File: config.mk
export PLATFORM = sky130hd
export DESIGN_NAME = qrs_sqrt
export DESIGN_NICKNAME = d
export VERILOG_FILES = /design/src/rtl/qrs_pkg.sv /design/src/rtl/qrs_sqrt.sv
export SDC_FILE = /design/constraint.sdc
export NUM_CORES = 2
export LEC_CHECK = 0
export BUFFER_PORTS_ARGS = -buffer_cell sky130_fd_sc_hd__buf_2
export CORE_ASPECT_RATIO = 0.5
export CORE_MARGIN = 2
export CORE_UTILIZATION = 56
export CTS_CLUSTER_DIAMETER = 30
export DETAILED_ROUTE_END_ITERATION = 10
export GPL_TIMING_DRIVEN = 0
export PLACE_DENSITY = 0.72
export SYNTH_ARGS = -nofsm -noshare
export SYNTH_HDL_FRONTEND = slang
export SYNTH_MEMORY_MAX_BITS = 65536
export SYNTH_SLANG_ARGS = --single-unit
File: constraint.sdc
create_clock -name i_clk -period 5.55 [get_ports i_clk]
set_clock_uncertainty 0.15 [all_clocks]
set_input_delay 0.555 -clock i_clk [delete_from_list [all_inputs] [get_ports i_clk]]
set_output_delay 0.555 -clock i_clk [all_outputs]
set_load 0.01 [all_outputs]
File: src/rtl/qrs_pkg.sv
// Shared types and constants for the quadratic root solver.
package qrs_pkg;

    localparam int DATA_WIDTH_DEF = 32;
    localparam int FRAC_BITS_DEF  = 16;
    localparam int ZTOL_W         = 16;
    localparam int DTOL_W         = 32;
    localparam int CFG_IDX_W      = 1;
    localparam int CFG_DATA_W     = 32;
    localparam int KIND_W         = 3;

    localparam logic [CFG_IDX_W-1:0] CFG_ZERO_TOL = 1'b0;
    localparam logic [CFG_IDX_W-1:0] CFG_DISC_TOL = 1'b1;

    typedef enum logic [KIND_W-1:0] {
        KIND_TWO_REAL = 3'd0,
        KIND_DOUBLE   = 3'd1,
        KIND_COMPLEX  = 3'd2,
        KIND_LINEAR   = 3'd3,
        KIND_ALL_REAL = 3'd4,
        KIND_NONE     = 3'd5
    } t_kind;

    typedef struct packed {
        t_kind kind;
        logic  sa;
        logic  sb;
        logic  sc;
    } t_ctl;

endpackage

File: src/rtl/qrs_sqrt.sv
// Pipelined integer square root, one result bit per stage.
module qrs_sqrt #(
    parameter int DW  = 32,
    parameter int SBW = 1
) (
    input  logic              i_clk,
    input  logic              i_rst_n,
    input  logic              i_en,
    input  logic              i_valid,
    input  logic [2*DW+1:0]   i_rad,
    input  logic [SBW-1:0]    i_side,
    output logic              o_valid,
    output logic [DW:0]       o_root,
    output logic [SBW-1:0]    o_side
);
    import qrs_pkg::*;

    localparam int SW  = DW + 1;
    localparam int RAW = 2 * SW;
    localparam int RW  = SW + 3;

    logic           r_valid [1:SW];
    logic [SW-1:0]  r_root  [1:SW];
    logic [SBW-1:0] r_side  [1:SW];
    logic [RW-1:0]  r_rem   [1:SW-1];
    logic [RAW-1:0] r_rad   [1:SW-1];

    for (genvar k = 0; k < SW; k++) begin : g_stage
        logic [RW-1:0]  rem_in, cur, trial;
        logic [SW-1:0]  root_in;
        logic [RAW-1:0] rad_in;
        logic [SBW-1:0] side_in;
        logic           v_in, ge;

        if (k == 0) begin : g_first
            assign rem_in  = '0;
            assign root_in = '0;
            assign rad_in  = i_rad;
            assign side_in = i_side;
            assign v_in    = i_valid;
        end else begin : g_next
            assign rem_in  = r_rem[k];
            assign root_in = r_root[k];
            assign rad_in  = r_rad[k];
            assign side_in = r_side[k];
            assign v_in    = r_valid[k];
        end

        assign cur   = {rem_in[RW-3:0], rad_in[RAW-1 -: 2]};
        assign trial = {1'b0, root_in, 2'b01};
        assign ge    = cur >= trial;

        always_ff @(posedge i_clk) begin
            if (!i_rst_n)
                r_valid[k+1] <= 1'b0;
            else if (i_en)
                r_valid[k+1] <= v_in;
        end

        always_ff @(posedge i_clk) begin
            if (i_en) begin
                r_root[k+1] <= {root_in[SW-2:0], ge};
                r_side[k+1] <= side_in;
            end
        end

        if (k < SW - 1) begin : g_carry
            always_ff @(posedge i_clk) begin
                if (i_en) begin
                    r_rem[k+1] <= ge ? (cur - trial) : cur;
                    r_rad[k+1] <= {rad_in[RAW-3:0], 2'b00};
                end
            end
        end
    end

    assign o_valid = r_valid[SW];
    assign o_root  = r_root[SW];
    assign o_side  = r_side[SW];

endmodule

# Word-level counts from Yosys, hierarchy flattened
# Memories as Yosys holds them, arrays and structs flattened.
# Index checks and enable logic that the tools add are counted.
[classes]
muxes = 70
magnitude_cmp = 33
bitwise = 33
n_addsub = 32
[ops]
columns = ["cell", "n"]
rows = [
  ["$ge A36 B35 Y1", 32],
  ["$mux W36", 32],
  ["$sub A36 B35 Y36", 31],
  ["$mux W1", 38],
  ["$or A1 B1 Y1", 33],
  ["$sub A2 B1 Y3 const B", 1],
  ["$ge A2 B1 Y1 const B", 1],
]
[totals]
input_bits = 71
memories = 5
out_inout_bits = 35
word_cells = 173
mem_bits_rw = 4355
register_bits = 0
[mem_list]
columns = ["name", "words", "word_bits", "rd", "rd_clocked_by_memory_dff", "write_ports", "line", "text"]
rows = [
  ["r_rad", 32, 64, 32, 0, 32, "qrs_sqrt.sv:26", "logic [RAW-1:0] r_rad [1:SW-1];"],
  ["r_rem", 32, 36, 32, 0, 32, "qrs_sqrt.sv:25", "logic [RW-1:0] r_rem [1:SW-1];"],
  ["r_root", 33, 33, 33, 0, 33, "qrs_sqrt.sv:23", "logic [SW-1:0] r_root [1:SW];"],
  ["r_side", 33, 1, 33, 0, 33, "qrs_sqrt.sv:24", "logic [SBW-1:0] r_side [1:SW];"],
  ["r_valid", 33, 1, 33, 0, 33, "qrs_sqrt.sv:22", "logic r_valid [1:SW];"],
]

# Longest topological paths before layout
[depth]
depth_word = 4
depth_mapped = 14
depth_no_buf = 12

# Worst setup path after synthesis
# Ideal clock, no wire load.
[synth_path]
kind = "reg2reg"
from = "memory r_rem[31][1] (netlist bit)"
to = "memory r_rem[32][24] (netlist bit) (data pin)"
path_buffers = 1
setup_time_ps = 260
path_stages_with_launch = 12
t_arrival_ps = 3366
synth_period_minus_slack_ps = 3776
setup_slack_ps = 1774
required_time_ps = 5140
cell_sequence = "edfxtp_1 ha_1 o21ai_0 a21oi_1 nor4_1 o31ai_1 o2111ai_1 nand3_1 a21o_1 a31oi_1 clkbuf_1 mux2_2"
[synth_rtl]
columns = ["element", "line"]
rows = [
  ["from (decl)", "qrs_sqrt.sv:25"],
]

==> results_dict.tcl <==
set metrics [dict create \
    status "finished clean" \
    synth_largest_area_cell "edfxtp_1" \
    placed_cell_area_um2 131000 \
    nFillCells 16600 \
    ys_types 85 \
    combPwrFrac 0.194 \
    postCtsSetupRepairBufs 0 \
    netlist_area_um2 126000 \
    synth_area_leaders "edfxtp_1 65%, ha_1 5.9%, xnor2_1 3.2%" \
    finalWirelength_mm 261 \
    start_util 0.562 \
    synth_top_cell_area_share 0.647 \
    muxShareOfSynthArea 0.00986 \
    cp_cell_sequence "ha_1, clkbuf_1, nand2_1, or3_1, or3_1, o311ai_0, nor4_1, nor2_1, clkbuf_1, buf_1, a21oi_1" \
    path_clk_slew_ns 0.06 \
    synth_compound_area_frac 0.0946 \
    postLayoutCellArea_um2 144000 \
    startpoint_type "flip-flop" \
    yosysMostFrequentCell "edfxtp_1" \
    synth_common_cells "2,720 x edfxtp_1, 724 x inv_1, 701 x nand2_1, 596 x ha_1, 581 x a21oi_1" \
    synth_seq_area_share 0.647 \
    power.total_mw 63.6 \
    clkPwrFrac 0.372 \
    synth_fa_ha_area_frac 0.0591 \
    cts_sinks 2720 \
    num_rows 123 \
    n_antenna_cell 0 \
    chipHeight_um 340 \
    ys_seq_elements 2720 \
    tightest_slew_ns 1.39 \
    ys.flop_type "edfxtp_1" \
    p_per_area_nw_per_um2 441 \
    fin_ws_ns 0.310 \
    internal_power_mw 45.5 \
    synthSimpleGateAreaFrac 0.0995 \
    synth_edf_count 2720 \
    detail_route.vias_per_cell 5.60 \
    core_um2 224000 \
    clk_latency_ns 0.86 \
    drv_cap 0 \
    netSwitchingPower_mw 18.1 \
    place.gp.congestion 0.930 \
    synth_top_family_by_area "simple AND/OR/NAND/NOR gates" \
    hpwlAfterDp_mm 187 \
    critPathBufInv 3 \
    area_growth_pct 14.2 \
    avgRoutedWirePerCell_um 19.2 \
    antenna_found_initial 6 \
    ys_warn_count 0 \
    place_ws_ns -0.113 \
    critPathMaxStageDelay_ns 0.84 \
    final_cells 13600 \
    pwr-share-seq 0.434 \
    drc_errors 0 \
    critPathKind "reg2reg" \
    htreeDepth 5 \
    setup_viol 0 \
    worstPathArrival_ns 5.61 \
    rsz0062_at_grt "false" \
    syn_area_per_cell_um2 13.0 \
    io_pins 106 \
    slew_headroom 0.0619 \
    die_x_um 675 \
    cp-end-kind "flip-flop" \
    final_max_slew_viol_count 0 \
    hold_path.class "in2reg" \
    drtIter0Drc 6082 \
    vdd_drop_max_mv 0.277 \
    globalRouteTotalUtil 0.226 \
    leakagePower_nw 55.1 \
    crit_family "simple AND/OR/NAND/NOR gates" \
    synthesis.nets 10400 \
    synth-xor-area-share 0.0614 \
    vias 76000 \
    required_ns 5.92 \
    hold_viol 0 \
    syn_inst 9702 \
    dp.cells 12800 \
    async_reset_ff_frac 0 \
    layout-drive-gt1-share 0.0886 \
    grt_pass1_wl_mm 408 \
    min_period_ns 5.24 \
    clockBufferDepth 4 \
    worstPathMaxFanout 10 \
    port_buffers 105 \
    nNetsFinal 10900 \
    period_share 0.944 \
    drtAntennaViolNets 0 \
    switching_share 0.284 \
    critPathSlowestCell "o311ai_0" \
    dieArea_um2 229000 \
    grt_max_degree 186 \
    cts_buffers 367 \
    grt_pass1_vias 74700 \
    grt-ovfl-total 0 \
    root_buffer "clkbuf_16" \
    dr.pass1.iters 5 \
    fmax_ghz 0.191 \
    cts_tree "yes" \
]
==> area by class of cell <==
cell class | count | area (um^2) | share of cell area
plain buffers | 210 | 808 | 0.00561
well taps | 3000 | 3750 | 0.0260
inverters | 726 | 2730 | 0.0189
repair buffers | 195 | 1730 | 0.0120
clock buffers | 387 | 9300 | 0.0645
clock inverters | 280 | 3170 | 0.0220
flip-flops and latches | 2720 | 81700 | 0.567
multi-input cells | 6046 | 41000 | 0.284
==> stage by stage <==
stage          TNS [ns]  hold slack [ns]  utilization
2_1_floorplan         0            0.250            -
3_3_place_gp          -            0.250        0.581
3_5_place_dp     -10.58            0.255        0.584
4_1_cts               0           0.0102        0.642
5_1_grt               0           0.0278        0.642
6_report              0           0.0286        0.642
==> path summary, 6_finish.rpt <==
kind	from	endpoint	slack, ns	cells past startpoint
worst min register to register	r_rad[5][11]	r_rad[6][13]	0.25	0
worst max register to register	r_rem[30][28]	r_rem[31][16]	0.31	11
worst min-delay path	i_en	r_rem[1][34]	0.03	1
worst max-delay path	r_rem[30][28]	r_rem[31][16]	0.31	11
==> cells by family after synthesis <==
kind of cell / after synthesis
other cells: 1
buf+inv: 936
compound gates: 1930
flops: 2720
simple gates: 2523
xor+xnor: 885
fa+ha+maj: 596
mux: 111
==> what timing repair did <==
item	4_1_cts	5_1_grt
hold buffers	70	0
endpoints found under the setup margin	5	34
hold endpoints to repair	72	0
resized for setup	1	2
cloned	0	0
==> placed cells by master, fill, tap and decap left out, drive strengths merged, types with 74 or more instances in the layout <==
cell    instances
xor2          418
buf           143
nor3          220
and3           84
nor4          129
inv           818
nor2          544
nand3         161
nor2b          74
or3           117
a21o          247
edfxtp       2720
mux2          100
a21oi         581
xnor2         467
nand4         103
o21ai         533
clkbuf        578
o21a           95
nand2b        125
clkinv        110
ha            596
nand2         701
==> metal layers <==
layer,vias up,global-route usage,share of wire
li1,37300,-,-
met1,36300,0.300,0.43
met2,1859,0.377,0.48
met3,520,0.0337,0.048
met4,0,0.0886,0.039
met5,-,0,0
==> state kept, by name, summed over array words and instances (netlist names) <==
signal / flops
r_rad: 1056
r_rem: 1037
r_root: 561
r_side: 33
r_valid: 33
==> power groups by stage <==
stage / clock, mW / combinational (mW) / sequential, mW
after floorplan: 0 / 9.09 / 27.3
after global placement: 0 / 12.0 / 29.6
after detailed placement: 0 / 12.2 / 28.0
after CTS: 24.2 / 12.3 / 27.6
after global routing: 25.1 / 13.8 / 27.8
final: 23.7 / 12.3 / 27.6
==> worst register-to-register path, cell delays in order, from the launching register on <==
cell and delay [ns]:
edfxtp_1 0.40, ha_1 0.29, clkbuf_1 0.25, nand2_1 0.22, or3_1 0.50, or3_1 0.57, o311ai_0 0.84, nor4_1 0.15
nor2_1 0.17, clkbuf_1 0.54, buf_1 0.63, a21oi_1 0.20
No activity file was read; power rests on OpenSTA's default activity.
